**config.mk**
```make
export PLATFORM = sky130hd
export DESIGN_NAME = life_generation_row_stream_core_flat
export DESIGN_NICKNAME = d
export VERILOG_FILES = /design/src/rtl/lgrs_pkg.sv /design/src/rtl/lgrs_ifs.sv /design/src/rtl/lgrs_lane.sv /design/src/rtl/lgrs_row_eval.sv /design/src/rtl/lgrs_out_queue.sv /design/src/rtl/life_generation_row_stream_core.sv /design/src/flat_wrapper.sv
export SDC_FILE = /design/constraint.sdc
export NUM_CORES = 1
export LEC_CHECK = 0
export BUFFER_PORTS_ARGS = -buffer_cell sky130_fd_sc_hd__buf_4
export CORE_AREA = 2 2 330 332
export DETAILED_ROUTE_END_ITERATION = 8
export DIE_AREA = 0 0 332 334
export PLACE_DENSITY = 0.49
export SYNTH_ARGS = -nofsm -noshare
export SYNTH_HDL_FRONTEND = slang
export SYNTH_SLANG_ARGS = --single-unit
```
**constraint.sdc**
```tcl
create_clock -name clk -period 3.8 [get_ports clk]
set_input_delay 0.19 -clock clk [delete_from_list [all_inputs] [get_ports clk]]
set_output_delay 0.19 -clock clk [all_outputs]
set_load 0.01 [all_outputs]
```
**src/rtl/lgrs_pkg.sv**
```systemverilog
package lgrs_pkg;

  localparam int ROW_W = 64;
  localparam int ROW_CELLS_DEF = 64;

  localparam int Q_DEPTH = 4;
  localparam int Q_AW = $clog2(Q_DEPTH);
  localparam int Q_CW = $clog2(Q_DEPTH + 1);

  localparam logic [1:0] HELD_NONE = 2'd0;
  localparam logic [1:0] HELD_ONE  = 2'd1;
  localparam logic [1:0] HELD_TWO  = 2'd2;

  typedef struct packed {
    logic first;
    logic second;
    logic first_end;
  } push_t;

endpackage

```
**src/rtl/lgrs_ifs.sv**
```systemverilog
interface lgrs_in_if import lgrs_pkg::*; ();
  logic             valid;
  logic             ready;
  logic [ROW_W-1:0] prev_row;
  logic             last_row;

  modport source (output valid, prev_row, last_row, input ready);
  modport sink (input valid, prev_row, last_row, output ready);
endinterface

interface lgrs_out_if import lgrs_pkg::*; ();
  logic             valid;
  logic             ready;
  logic [ROW_W-1:0] next_row;
  logic             frame_end;

  modport source (output valid, next_row, frame_end, input ready);
  modport sink (input valid, next_row, frame_end, output ready);
endinterface

```
**src/rtl/lgrs_lane.sv**
```systemverilog
module lgrs_lane (
  input  logic [2:0] above,
  input  logic [2:0] here,
  input  logic [2:0] below,
  output logic       alive
);

  logic [3:0] n;

  always_comb begin
    n = 4'(above[0]) + 4'(above[1]) + 4'(above[2])
      + 4'(below[0]) + 4'(below[1]) + 4'(below[2])
      + 4'(here[0]) + 4'(here[2]);
    alive = (n == 4'd3) || ((n == 4'd2) && here[1]);
  end

endmodule

```
**src/rtl/lgrs_row_eval.sv**
```systemverilog
module lgrs_row_eval #(
  parameter int ROW_CELLS = 64
) (
  input  logic [ROW_CELLS-1:0] above,
  input  logic [ROW_CELLS-1:0] here,
  input  logic [ROW_CELLS-1:0] below,
  output logic [ROW_CELLS-1:0] result
);

  // one dead cell of padding on each edge
  logic [ROW_CELLS+1:0] above_pad;
  logic [ROW_CELLS+1:0] here_pad;
  logic [ROW_CELLS+1:0] below_pad;

  assign above_pad = {1'b0, above, 1'b0};
  assign here_pad  = {1'b0, here, 1'b0};
  assign below_pad = {1'b0, below, 1'b0};

  for (genvar i = 0; i < ROW_CELLS; i++) begin : g_lane
    lgrs_lane u_lane (
      .above (above_pad[i+2:i]),
      .here  (here_pad[i+2:i]),
      .below (below_pad[i+2:i]),
      .alive (result[i])
    );
  end

endmodule

```
**src/rtl/lgrs_out_queue.sv**
```systemverilog
module lgrs_out_queue import lgrs_pkg::*; #(
  parameter int ROW_CELLS = 64
) (
  input  logic                 clk,
  input  logic                 rst,
  input  push_t                push,
  input  logic [ROW_CELLS-1:0] data_a,
  input  logic [ROW_CELLS-1:0] data_b,
  output logic                 room,
  lgrs_out_if.source           next_stream
);

  logic [ROW_CELLS-1:0] q_row [Q_DEPTH];
  logic                 q_end [Q_DEPTH];
  logic [Q_AW-1:0]      wr_ptr;
  logic [Q_AW-1:0]      rd_ptr;
  logic [Q_CW-1:0]      count;
  logic [Q_CW-1:0]      count_next;
  logic                 pop;

  assign pop  = next_stream.valid && next_stream.ready;
  assign room = count <= Q_CW'(Q_DEPTH - 2);

  assign next_stream.valid     = count != '0;
  assign next_stream.next_row  = ROW_W'(q_row[rd_ptr]);
  assign next_stream.frame_end = q_end[rd_ptr];

  assign count_next = count + Q_CW'(push.first) + Q_CW'(push.second) - Q_CW'(pop);

  always_ff @(posedge clk) begin
    if (rst) begin
      wr_ptr <= '0;
      rd_ptr <= '0;
      count  <= '0;
    end else begin
      wr_ptr <= wr_ptr + Q_AW'(push.first) + Q_AW'(push.second);
      rd_ptr <= rd_ptr + Q_AW'(pop);
      count  <= count_next;
    end
  end

  always_ff @(posedge clk) begin
    if (push.first) begin
      q_row[wr_ptr] <= data_a;
      q_end[wr_ptr] <= push.first_end;
    end
    if (push.second) begin
      q_row[wr_ptr + Q_AW'(1)] <= data_b;
      q_end[wr_ptr + Q_AW'(1)] <= 1'b1;
    end
  end

endmodule

```
**src/rtl/life_generation_row_stream_core.sv**
```systemverilog
// A released result is registered in the output queue, offered when at its head.
// Throughput: one row per cycle; a bottom row with rows held yields two results,
// drained one per cycle while the sink is ready, from a four-entry output queue
// that stalls input when fewer than two entries are free.
// Reset (rst, synchronous): held rows and the output queue empty; a new frame starts.
module life_generation_row_stream_core import lgrs_pkg::*; #(
  parameter int ROW_CELLS = ROW_CELLS_DEF
) (
  input  logic       clk,
  input  logic       rst,
  lgrs_in_if.sink    prev_stream,
  lgrs_out_if.source next_stream
);

  logic [ROW_CELLS-1:0] upper_row;
  logic [ROW_CELLS-1:0] middle_row;
  logic [1:0]           rows_held;

  logic [ROW_CELLS-1:0] row;
  logic [ROW_CELLS-1:0] above_new;
  logic [ROW_CELLS-1:0] res_mid;
  logic [ROW_CELLS-1:0] res_last;
  logic                 held;
  logic                 last;
  logic                 accept;
  logic                 room;
  push_t                push;

  assign row    = prev_stream.prev_row[ROW_CELLS-1:0];
  assign last   = prev_stream.last_row;
  assign held   = rows_held != HELD_NONE;
  assign accept = prev_stream.valid && prev_stream.ready;
  assign prev_stream.ready = room;

  assign above_new = held ? middle_row : '0;

  lgrs_row_eval #(.ROW_CELLS(ROW_CELLS)) u_eval_mid (
    .above  (upper_row),
    .here   (middle_row),
    .below  (row),
    .result (res_mid)
  );

  lgrs_row_eval #(.ROW_CELLS(ROW_CELLS)) u_eval_last (
    .above  (above_new),
    .here   (row),
    .below  ('0),
    .result (res_last)
  );

  always_comb begin
    push.first     = accept && (held || last);
    push.second    = accept && held && last;
    push.first_end = !held;
  end

  lgrs_out_queue #(.ROW_CELLS(ROW_CELLS)) u_queue (
    .clk         (clk),
    .rst         (rst),
    .push        (push),
    .data_a      (held ? res_mid : res_last),
    .data_b      (res_last),
    .room        (room),
    .next_stream (next_stream)
  );

  always_ff @(posedge clk) begin
    if (rst) begin
      upper_row  <= '0;
      middle_row <= '0;
      rows_held  <= HELD_NONE;
    end else if (accept) begin
      if (last) begin
        upper_row  <= '0;
        middle_row <= '0;
        rows_held  <= HELD_NONE;
      end else begin
        upper_row  <= above_new;
        middle_row <= row;
        rows_held  <= held ? HELD_TWO : HELD_ONE;
      end
    end
  end

endmodule

```
**src/flat_wrapper.sv**
```systemverilog
// flat-port wrapper written by rule: the top's interface ports become plain ports
module life_generation_row_stream_core_flat import lgrs_pkg::*;
#(
  parameter int ROW_CELLS = ROW_CELLS_DEF
)
  (clk, rst, prev_stream_valid, prev_stream_prev_row, prev_stream_last_row, prev_stream_ready, next_stream_valid, next_stream_next_row, next_stream_frame_end, next_stream_ready);
  lgrs_in_if prev_stream_i ();
  lgrs_out_if next_stream_i ();
  input  logic clk;
  input  logic rst;
  input wire logic [$bits(prev_stream_i.valid)-1:0] prev_stream_valid;
  input wire logic [$bits(prev_stream_i.prev_row)-1:0] prev_stream_prev_row;
  input wire logic [$bits(prev_stream_i.last_row)-1:0] prev_stream_last_row;
  output wire logic [$bits(prev_stream_i.ready)-1:0] prev_stream_ready;
  output wire logic [$bits(next_stream_i.valid)-1:0] next_stream_valid;
  output wire logic [$bits(next_stream_i.next_row)-1:0] next_stream_next_row;
  output wire logic [$bits(next_stream_i.frame_end)-1:0] next_stream_frame_end;
  input wire logic [$bits(next_stream_i.ready)-1:0] next_stream_ready;
  assign prev_stream_i.valid = prev_stream_valid;
  assign prev_stream_i.prev_row = prev_stream_prev_row;
  assign prev_stream_i.last_row = prev_stream_last_row;
  assign prev_stream_ready = prev_stream_i.ready;
  assign next_stream_valid = next_stream_i.valid;
  assign next_stream_next_row = next_stream_i.next_row;
  assign next_stream_frame_end = next_stream_i.frame_end;
  assign next_stream_i.ready = next_stream_ready;
  life_generation_row_stream_core #(.ROW_CELLS(ROW_CELLS)) u_core (.clk(clk), .rst(rst), .prev_stream(prev_stream_i), .next_stream(next_stream_i));
endmodule
```
==> qor.txt, run 1 <==
Final Hold Fails -> 0
Clk_lat worst skew -> 610 ps
Routed vias/inst -> 4.92
Setup CP Type -> reg -> reg
Max-slew headroom -> 25.2%
Core area -> 0.108 mm^2
Post-Place Cells -> 4462
Root Buffer -> clkbuf_16
VDD IR-drop max -> 0.296 mV
Critical Path Fanout Max -> 4
Nets@finish -> 3873
Final cell count without fillers -> 4613
Routed wire length -> 92800 um
Pre-antenna DRT Iters -> 5
H-Tree Depth -> 2
First-iteration detailed-routing DRC count -> 1581
Leakage power -> 0.0163 uW
Share of cells above drive strength 1 -> 11.9%
Width of the chip -> 332 um
Cell area after synthesis -> 0.0320 mm^2
Asr flop ratio synth -> 0%
Min cycle time layout -> 3640 ps
Synth cell types -> 46
Max Clk Rate -> 275 MHz
Slew at the pin with the worst max-slew slack -> 1120 ps
Bufs on Longest Clock Path -> 3
Starting density of the core -> 29.7%
Seq/Total Area, Yosys -> 32.8%
Pwr dens -> 449 mW/mm^2
Crit path launch type -> flop
Port Buffers -> 135
Avg WL per Cell -> 20.1 um
Die ar. -> 0.111 mm^2
Gpl congestion -> 0.805
Largest net degree at the start of global routing -> 67
Multi-input logic area -> 0.0185 mm^2
Clock buffer count from CTS -> 46
Clock Sink Count -> 397
Global-route wire length before repair -> 144000 um
Initial antenna violation count -> 2
Synth warn -> 0
Row count -> 121
GRT Residual Overflow -> 0
Synth area leader -> edfxtp_1
Post-synth EDFFs -> 256
Worst Clk Skew -> 21.7 ps
DRC -> 0
Detail Route Antenna Nets -> 0
P&R area growth vs syn -> 16.7%
Final Cycle Share -> 95.8%
Max cap viols -> 0
Worst setup EP type -> flop
Register bit total from synthesis -> 397
Total Routing Usage GR -> 16.8%
Syn Area/Cell -> 10.9 um^2
Top cells by area, synth -> edfxtp_1 24%, fa_1 24%, ha_1 10%, dfxtp_1 8.8%, inv_1 7.5%
Data arrival, critical path -> 3970 ps
Setup Viol. Count Final -> 0
Setup Total Neg Slack -> 0 ps
I/O pin count -> 136
Vias -> 22700
Syn_nets -> 3660
Unrepaired setup endpoints after global routing -> no
HP Class -> in -> reg
Worst EP required -> 4130 ps
Post-Syn Instances -> 2948
FILL cells -> 10900
Hpwl dp -> 63800 um
Die H -> 334 um
Status -> complete, no violations
Most common flop cell mapped by yosys -> edfxtp_1
Sequential cell area -> 0.0105 mm^2
Vias in the first global route -> 23500
Slew Limit Fails -> 0
Worst-path clk slew -> 60 ps
CTS tree -> done
Area share of the largest cell type after synthesis -> 24.0%
[report_power, final]
part / leakage [uW] / switching, uW / internal [uW]
Sequential: 0.00352 / 284 / 5270
Clock: 0.000771 / 1960 / 2900
Combinational: 0.0120 / 3850 / 2530
Total: 0.0163 / 6090 / 10700
[critical path, stage by stage (launching register included)]
cell,delay [ps]
dfxtp_1,330
inv_1,110
fa_1,560
fa_1,440
fa_1,550
inv_1,50
ha_1,200
fa_1,390
and3_1,160
o21ai_0,300
buf_4,200
o22ai_1,80
[Yosys cell counts (5+ instances only)]
cell type	instances
mux2i_1	8
clkbuf_1	53
buf_1	11
mux4_2	65
buf_2	31
o21ai_0	124
and2_1	5
inv_1	644
and3_1	61
nand2_1	129
nand3_1	64
dfxtp_1	141
o211ai_1	62
fa_1	383
edfxtp_1	256
nor2_1	133
a21oi_1	131
o22ai_1	248
nor2b_1	8
buf_6	26
a21o_1	5
a22o_1	64
ha_1	260
[kinds of logic after synthesis]
group,count (synthesis),share of synthesized area (%)
flip-flops,397,32.8
XOR/XNOR,3,0.0820
AND/OR/NAND/NOR,411,5.79
adder cells (fa/ha/maj),643,34.1
buffers and inverters,769,9.79
AO/OA/AOI/OAI,652,12.6
multiplexers,73,4.82
[sequential cells by signal, summed over array words and instances (netlist names)]
register               cells
u_core.u_queue.q_row     256
u_core.middle_row         64
u_core.upper_row          64
u_core.u_queue.q_end       4
u_core.u_queue.count       3
u_core.rows_held           2
u_core.u_queue.rd_ptr      2
u_core.u_queue.wr_ptr      2
[worst paths after layout]
| check | from | end | slack, ps | cells after the start |
|---|---|---|---|---|
| setup / recovery | u_core.upper_row[56] | u_core.u_queue.q_row[1][57] | 160 | 11 |
| hold / removal | rst | u_core.u_queue.count[2] | 60 | 2 |
| setup reg to reg | u_core.upper_row[56] | u_core.u_queue.q_row[1][57] | 160 | 11 |
| hold reg to reg | u_core.upper_row[31] | u_core.upper_row[31] | 480 | 1 |
[layout make-up]
| class | count | share of cell area, % |
|---|---|---|
| clock inverter | 26 | 0.884 |
| antenna | 1 | 0.00669 |
| timing repair buffer | 290 | 6.90 |
| multi-input combinational | 1782 | 49.5 |
| inverter | 644 | 6.47 |
| sequential | 397 | 28.1 |
| tap | 1414 | 4.73 |
| clock buffer | 59 | 3.41 |
[layer usage]
| layer | up-vias | routed length, um | GRT usage [%] |
|---|---|---|---|
| li1 | 10500 | - | - |
| met1 | 11500 | 42000 | 23.0 |
| met3 | 119 | 4290 | 2.11 |
| met4 | 0 | 2570 | 5.10 |
| met5 | - | 0 | 0 |
| met2 | 592 | 44000 | 27.9 |
[what timing repair did]
item | 4_1_cts | 5_1_grt
hold buffers | 65 | 0
setup buffers | 0 | 0
setup endpoints to repair | 0 | 7
gates resized for setup | 0 | 3
hold endpoints to repair | 69 | 0
[layout by cell type, fill, tap and decap left out, types with 49 or more instances in the layout]
cell type	Yosys	routed
mux4_2	65	65
clkbuf_16	0	49
a21oi_1	131	131
nand3_1	64	64
dfxtp_1	141	139
edfxtp_1	256	256
dlygate4sd3_1	0	65
and3_1	61	61
o21ai_0	124	121
nor2_1	133	131
a22o_1	64	64
buf_4	4	206
ha_1	260	260
o22ai_1	248	248
inv_1	644	643
fa_1	383	383
o211ai_1	62	62
nand2_1	129	129
[through the flow]
step | cell area, um^2 | power, uW | worst slack (ps) | utilization, % | hold WS [ps]
2_1_floorplan | 32000 | 9310 | 463 | - | 342
4_1_cts | 37400 | 17000 | 165 | 34.7 | 21.0
3_3_place_gp | 35100 | 12000 | 223 | 32.6 | 461
6_report | 37400 | 16800 | 159 | 34.7 | 63.7
3_5_place_dp | 35100 | 12000 | 179 | 32.6 | 464
5_1_grt | 37400 | 17800 | 2.84 | 34.7 | 47.0
No activity file was read; power rests on OpenSTA's default activity.
==> run 2, diff against run 1 <==
CTS_BUF_LIST = sky130_fd_sc_hd__clkbuf_4 sky130_fd_sc_hd__clkbuf_8 sky130_fd_sc_hd__clkbuf_16   (was not set)
==> qor.txt, run 2 (synthesis results as in run 1) <==
Critical Path Fanout Max -> 4 (unchanged)
I/O pin count -> 136 (unchanged)
Pre-antenna DRT Iters -> 5 (unchanged)
Util after Layout -> 34.7% (about the same)
Worst-path clk slew -> 60 ps (about the same)
FILL cells -> 10900 (about the same)
Bufs on Longest Clock Path -> 3 (unchanged)
Leakage power -> 0.0163 uW (about the same)
Cell Area, Placed -> 0.0351 mm^2 (unchanged)
Slew Limit Fails -> 0 (unchanged)
Hpwl dp -> 63800 um (unchanged)
P&R area growth vs syn -> 16.8% (was 16.7%)
VDD IR-drop max -> 0.295 mV (was 0.296 mV)
Data arrival, critical path -> 3960 ps (was 3970 ps)
Worst EP required -> 4120 ps (was 4130 ps)
H-Tree Depth -> 2 (unchanged)
Vias -> 22700 (about the same)
Slowest-stage cell, CP -> fa_1 (unchanged)
Routed wire length -> 92800 um (about the same)
Critical path's top delay family -> adder cells (unchanged)
HP Class -> in -> reg (unchanged)
Max reg flops -> 256 (unchanged)
Unrepaired setup endpoints after global routing -> no (unchanged)
Largest net degree at the start of global routing -> 67 (unchanged)
Cell area after layout -> 0.0374 mm^2 (about the same)
Worst setup EP type -> flop (unchanged)
Buf/Inv on CP -> 3 (unchanged)
Max Clk Rate -> 275 MHz (about the same)
Largest reg by FF count -> u_core.u_queue.q_row (unchanged)
Status -> complete, no violations (unchanged)
Multi-input logic area -> 0.0185 mm^2 (unchanged)
CTS tree -> done (unchanged)
Min cycle time layout -> 3630 ps (was 3640 ps)
Total Routing Usage GR -> 16.8% (unchanged)
Post-CTS setup buffer count -> 0 (unchanged)
Gpl congestion -> 0.805 (unchanged)
Clock buffer count from CTS -> 46 (unchanged)
Die H -> 334 um (unchanged)
Width of the chip -> 332 um (unchanged)
Commonest non-fill, non-tap cell in the layout -> inv_1 (unchanged)
Root Buffer -> clkbuf_16 (unchanged)
Core area -> 0.108 mm^2 (unchanged)
GRT Residual Overflow -> 0 (unchanged)
Setup Total Neg Slack -> 0 ps (unchanged)
Max cap viols -> 0 (unchanged)
Setup Viol. Count Final -> 0 (unchanged)
Clock Sink Count -> 397 (unchanged)
Global-route wire length before repair -> 144000 um (about the same)
Die ar. -> 0.111 mm^2 (unchanged)
Cells along the critical path -> inv_1 -> fa_1 -> fa_1 -> fa_1 -> inv_1 -> ha_1 -> fa_1 -> and3_1 -> o21ai_0 -> buf_4 -> o22ai_1 (unchanged)
Crit path largest cell delay -> 560 ps (about the same)
Vias in the first global route -> 23500 (about the same)
Starting density of the core -> 29.7% (unchanged)
Nets@finish -> 3873 (unchanged)
Detail Route Antenna Nets -> 0 (unchanged)
First-iteration detailed-routing DRC count -> 1590 (was 1581)
Clk_lat worst skew -> 610 ps (about the same)
Avg WL per Cell -> 20.1 um (about the same)
Initial antenna violation count -> 2 (unchanged)
Reg2Reg Setup Slack -> 170 ps (was 160 ps)
Routed vias/inst -> 4.92 (about the same)
Row count -> 121 (unchanged)
CP most frequent cell -> fa_1 (unchanged)
Top Registers -> u_core.u_queue.q_row (256), u_core.middle_row (64), u_core.upper_row (64) (unchanged)
Final Cycle Share -> 95.6% (was 95.8%)
Sequential cell area -> 0.0105 mm^2 (unchanged)
Slew at the pin with the worst max-slew slack -> 1130 ps (was 1120 ps)
Share of cells above drive strength 1 -> 12.2% (was 11.9%)
Final Hold Fails -> 0 (unchanged)
DRC -> 0 (unchanged)
Setup CP Type -> reg -> reg (unchanged)
Pwr dens -> 451 mW/mm^2 (was 449 mW/mm^2)
Port Buffers -> 135 (unchanged)
Worst Clk Skew -> 20.8 ps (was 21.7 ps)
Max-slew headroom -> 24.8% (was 25.2%)
Crit path launch type -> flop (unchanged)
Commonest cells after routing, fill and taps aside -> 643 x inv_1, 383 x fa_1, 260 x ha_1, 256 x edfxtp_1, 248 x o22ai_1 (unchanged)
==> run 2: cell counts in the layout (fill, tap and decap cells not counted) <==
Identical to the previous run, type by type.
==> run 2: power breakdown <==
group	internal [uW]	total, uW	switching, uW
Sequential	5270	5550	285
Clock	2970	4930	1960
Combinational	2530	6370	3840
==> run 2: worst paths after layout <==
kind | startpoint | to | cells past startpoint
max | u_core.upper_row[58] | u_core.u_queue.q_row[3][59] | 11
min | rst | u_core.u_queue.count[2] | 2
max reg2reg | u_core.upper_row[58] | u_core.u_queue.q_row[3][59] | 11
min reg2reg | u_core.upper_row[31] | u_core.upper_row[31] | 1
==> run 2: final cells by class <==
| class | instances | area share, % |
|---|---|---|
| multi-input combinational | 1782 | 49.4 |
| clock inverter | 26 | 0.883 |
| clock buffer | 59 | 3.49 |
| antenna | 1 | 0.00669 |
| tap | 1414 | 4.73 |
| inverter | 644 | 6.46 |
| sequential | 397 | 28.1 |
| timing repair buffer | 290 | 6.89 |
==> run 2: repair_timing <==
item                                    CTS  global route
hold endpoints to repair                 69             0
hold buffers                             65             0
resized for setup                         0             3
endpoints found under the setup margin    0             7
==> run 2: routing by layer <==
layer	vias up	routed length (um)	track usage (%)	share of wire (%)
met4	0	2570	5.10	2.8
met2	608	44100	27.9	48
met1	11500	41700	23.0	45
met5	-	0	0	0
li1	10500	-	-	-
met3	118	4400	2.11	4.7
==> run 2: per-stage QoR <==
step                worst slack [ps]  hold WS, ps  total power [uW]  cells
floorplan                        463          342              9310   2948
global placement                 223          461             12000   4462
detailed placement               179          464             12000   4462
CTS                              165         21.0             17000   4612
global route                    2.82         47.0             17900   4613
finish                           165         64.0             16900   4613
==> run 3, diff against run 2 <==
CELL_PAD_IN_SITES_DETAIL_PLACEMENT = 0   (was not set)
CELL_PAD_IN_SITES_GLOBAL_PLACEMENT = 1   (was not set)
CORE_AREA = 2 2 287 289   (was 2 2 330 332)
CTS_CLUSTER_SIZE = 30   (was not set)
DIE_AREA = 0 0 289 291   (was 0 0 332 334)
PLACE_DENSITY = 0.7   (was 0.49)
==> qor.txt, run 3 (synthesis results as in run 1) <==
Initial antenna violation count -> 1 (was 2)
Setup Total Neg Slack -> 0 ps (unchanged)
Commonest cells after routing, fill and taps aside -> 643 x inv_1, 383 x fa_1, 260 x ha_1, 256 x edfxtp_1, 248 x o22ai_1 (unchanged)
Total power -> 16600 uW (was 16900 uW)
Max Clk Rate -> 270 MHz (was 275 MHz)
DRC -> 0 (unchanged)
Slew Limit Fails -> 0 (unchanged)
Fin Hold WS -> 163 ps (was 64.0 ps)
Worst setup EP type -> flop (unchanged)
Max-slew headroom -> 23.7% (was 24.8%)
Width of the chip -> 289 um (was 332 um)
Total Routing Usage GR -> 21.5% (was 16.8%)
Max cap viols -> 0 (unchanged)
Vias in the first global route -> 25000 (was 23500)
Post-CTS setup buffer count -> 0 (unchanged)
HP Class -> in -> reg (unchanged)
Largest net degree at the start of global routing -> 74 (was 67)
Max reg flops -> 256 (unchanged)
Final Cycle Share -> 97.5% (was 95.6%)
Largest reg by FF count -> u_core.u_queue.q_row (unchanged)
Leakage power -> 0.0162 uW (was 0.0163 uW)
Critical Path Fanout Max -> 4 (unchanged)
VDD IR-drop max -> 0.348 mV (was 0.295 mV)
H-Tree Depth -> 2 (unchanged)
Vias -> 23200 (was 22700)
Nets@finish -> 3866 (was 3873)
Worst Clk Skew -> 9.92 ps (was 20.8 ps)
Commonest non-fill, non-tap cell in the layout -> inv_1 (unchanged)
Die ar. -> 0.0841 mm^2 (was 0.111 mm^2)
Data arrival, critical path -> 3990 ps (was 3960 ps)
Clock Sink Count -> 397 (unchanged)
Core area -> 0.0812 mm^2 (was 0.108 mm^2)
Setup Viol. Count Final -> 0 (unchanged)
Top Registers -> u_core.u_queue.q_row (256), u_core.middle_row (64), u_core.upper_row (64) (unchanged)
Hpwl dp -> 63200 um (was 63800 um)
Gpl congestion -> 0.829 (was 0.805)
Routed vias/inst -> 5.44 (was 4.92)
GRT Residual Overflow -> 0 (unchanged)
P&R area growth vs syn -> 14.6% (was 16.8%)
Status -> complete, no violations (unchanged)
Clk_lat worst skew -> 590 ps (was 610 ps)
Pwr dens -> 451 mW/mm^2 (about the same)
Share of cells above drive strength 1 -> 12.1% (was 12.2%)
Post-Place Cells -> 4110 (was 4462)
Routed wire length -> 88700 um (was 92800 um)
Cell Area, Placed -> 0.0345 mm^2 (was 0.0351 mm^2)
Slew at the pin with the worst max-slew slack -> 1140 ps (was 1130 ps)
Row count -> 105 (was 121)
Worst EP required -> 4080 ps (was 4120 ps)
Root Buffer -> clkbuf_16 (unchanged)
Min cycle time layout -> 3700 ps (was 3630 ps)
I/O pin count -> 136 (unchanged)
Detail Route Antenna Nets -> 0 (unchanged)
Unrepaired setup endpoints after global routing -> no (unchanged)
CTS tree -> done (unchanged)
Pre-antenna DRT Iters -> 6 (was 5)
Starting density of the core -> 39.5% (was 29.7%)
Worst-path clk slew -> 60 ps (about the same)
Port Buffers -> 135 (unchanged)
Cell area after layout -> 0.0367 mm^2 (was 0.0374 mm^2)
Clock buffer count from CTS -> 47 (was 46)
Bufs on Longest Clock Path -> 3 (unchanged)
Setup CP Type -> reg -> reg (unchanged)
Global-route wire length before repair -> 141000 um (was 144000 um)
Final cell count without fillers -> 4261 (was 4613)
Crit path launch type -> flop (unchanged)
First-iteration detailed-routing DRC count -> 1569 (was 1590)
Final Hold Fails -> 0 (unchanged)
Avg WL per Cell -> 20.8 um (was 20.1 um)
Die H -> 291 um (was 334 um)
[run 3: cell types whose count changed in the layout (fill, tap and decap cells not counted), moves of 3 or more]
cell / change
clkinv_2: +3
buf_12: -8
clkinv_1: -5
bufinv_16: -3
o21ai_1: +6
o21ai_0: -6
clkbuf_4: +5
[run 3: path summary, 6_finish.rpt]
path         slack [ps]                  from  cells past startpoint                           to
max                 100  u_core.upper_row[42]                     11  u_core.u_queue.q_row[1][43]
min                 160     next_stream_ready                      4     u_core.u_queue.rd_ptr[0]
max reg2reg         100  u_core.upper_row[42]                     11  u_core.u_queue.q_row[1][43]
min reg2reg         480  u_core.upper_row[28]                      1         u_core.upper_row[28]
[run 3: where the power goes]
group	leakage, uW	switching (uW)	internal, uW
sequential	0.00352	308	5270
combinational	0.0119	3830	2540
clock	0.000768	1910	2720
total	0.0162	6050	10500
[run 3: layout make-up]
class / instances / area (um^2)
multi-input cells: 1782 / 18500
fillers: 7506 / 44500
well taps: 1070 / 1340
clock buffers: 61 / 1280
flip-flops and latches: 397 / 10500
clock inverters: 24 / 263
repair buffers: 282 / 2420
diodes: 1 / 2.50
inverters: 644 / 2420
[run 3: layer usage]
layer / vias to the layer above / global-route usage (%) / part of all wire (%)
met5: - / 0 / 0.012
met4: 2 / 7.08 / 3.2
met3: 156 / 3.39 / 6.1
met2: 719 / 35.9 / 48
met1: 11800 / 28.4 / 42
li1: 10500 / - / -
[run 3: timing repair]
item | CTS | global route
setup endpoints to repair | 0 | 29
hold buffers | 65 | 0
gates resized for setup | 0 | 9
endpoints found under the hold margin | 69 | 0
[run 3: metrics by stage]
step | utilization [%] | setup WS [ps]
after global routing | 45.2 | 1.07
after detailed placement | 42.5 | 115
after global placement | 42.5 | 162
final | 45.2 | 96.1
after CTS | 45.2 | 86.0
after floorplan | - | 463
[run 3: critical path, cell delays in order (launching register included)]
cell and delay (ps):
dfxtp_1 330, inv_1 120, fa_1 560, fa_1 430
fa_1 490, inv_1 40, ha_1 200, fa_1 400
and3_1 150, o21ai_0 380, buf_4 210, o22ai_1 90
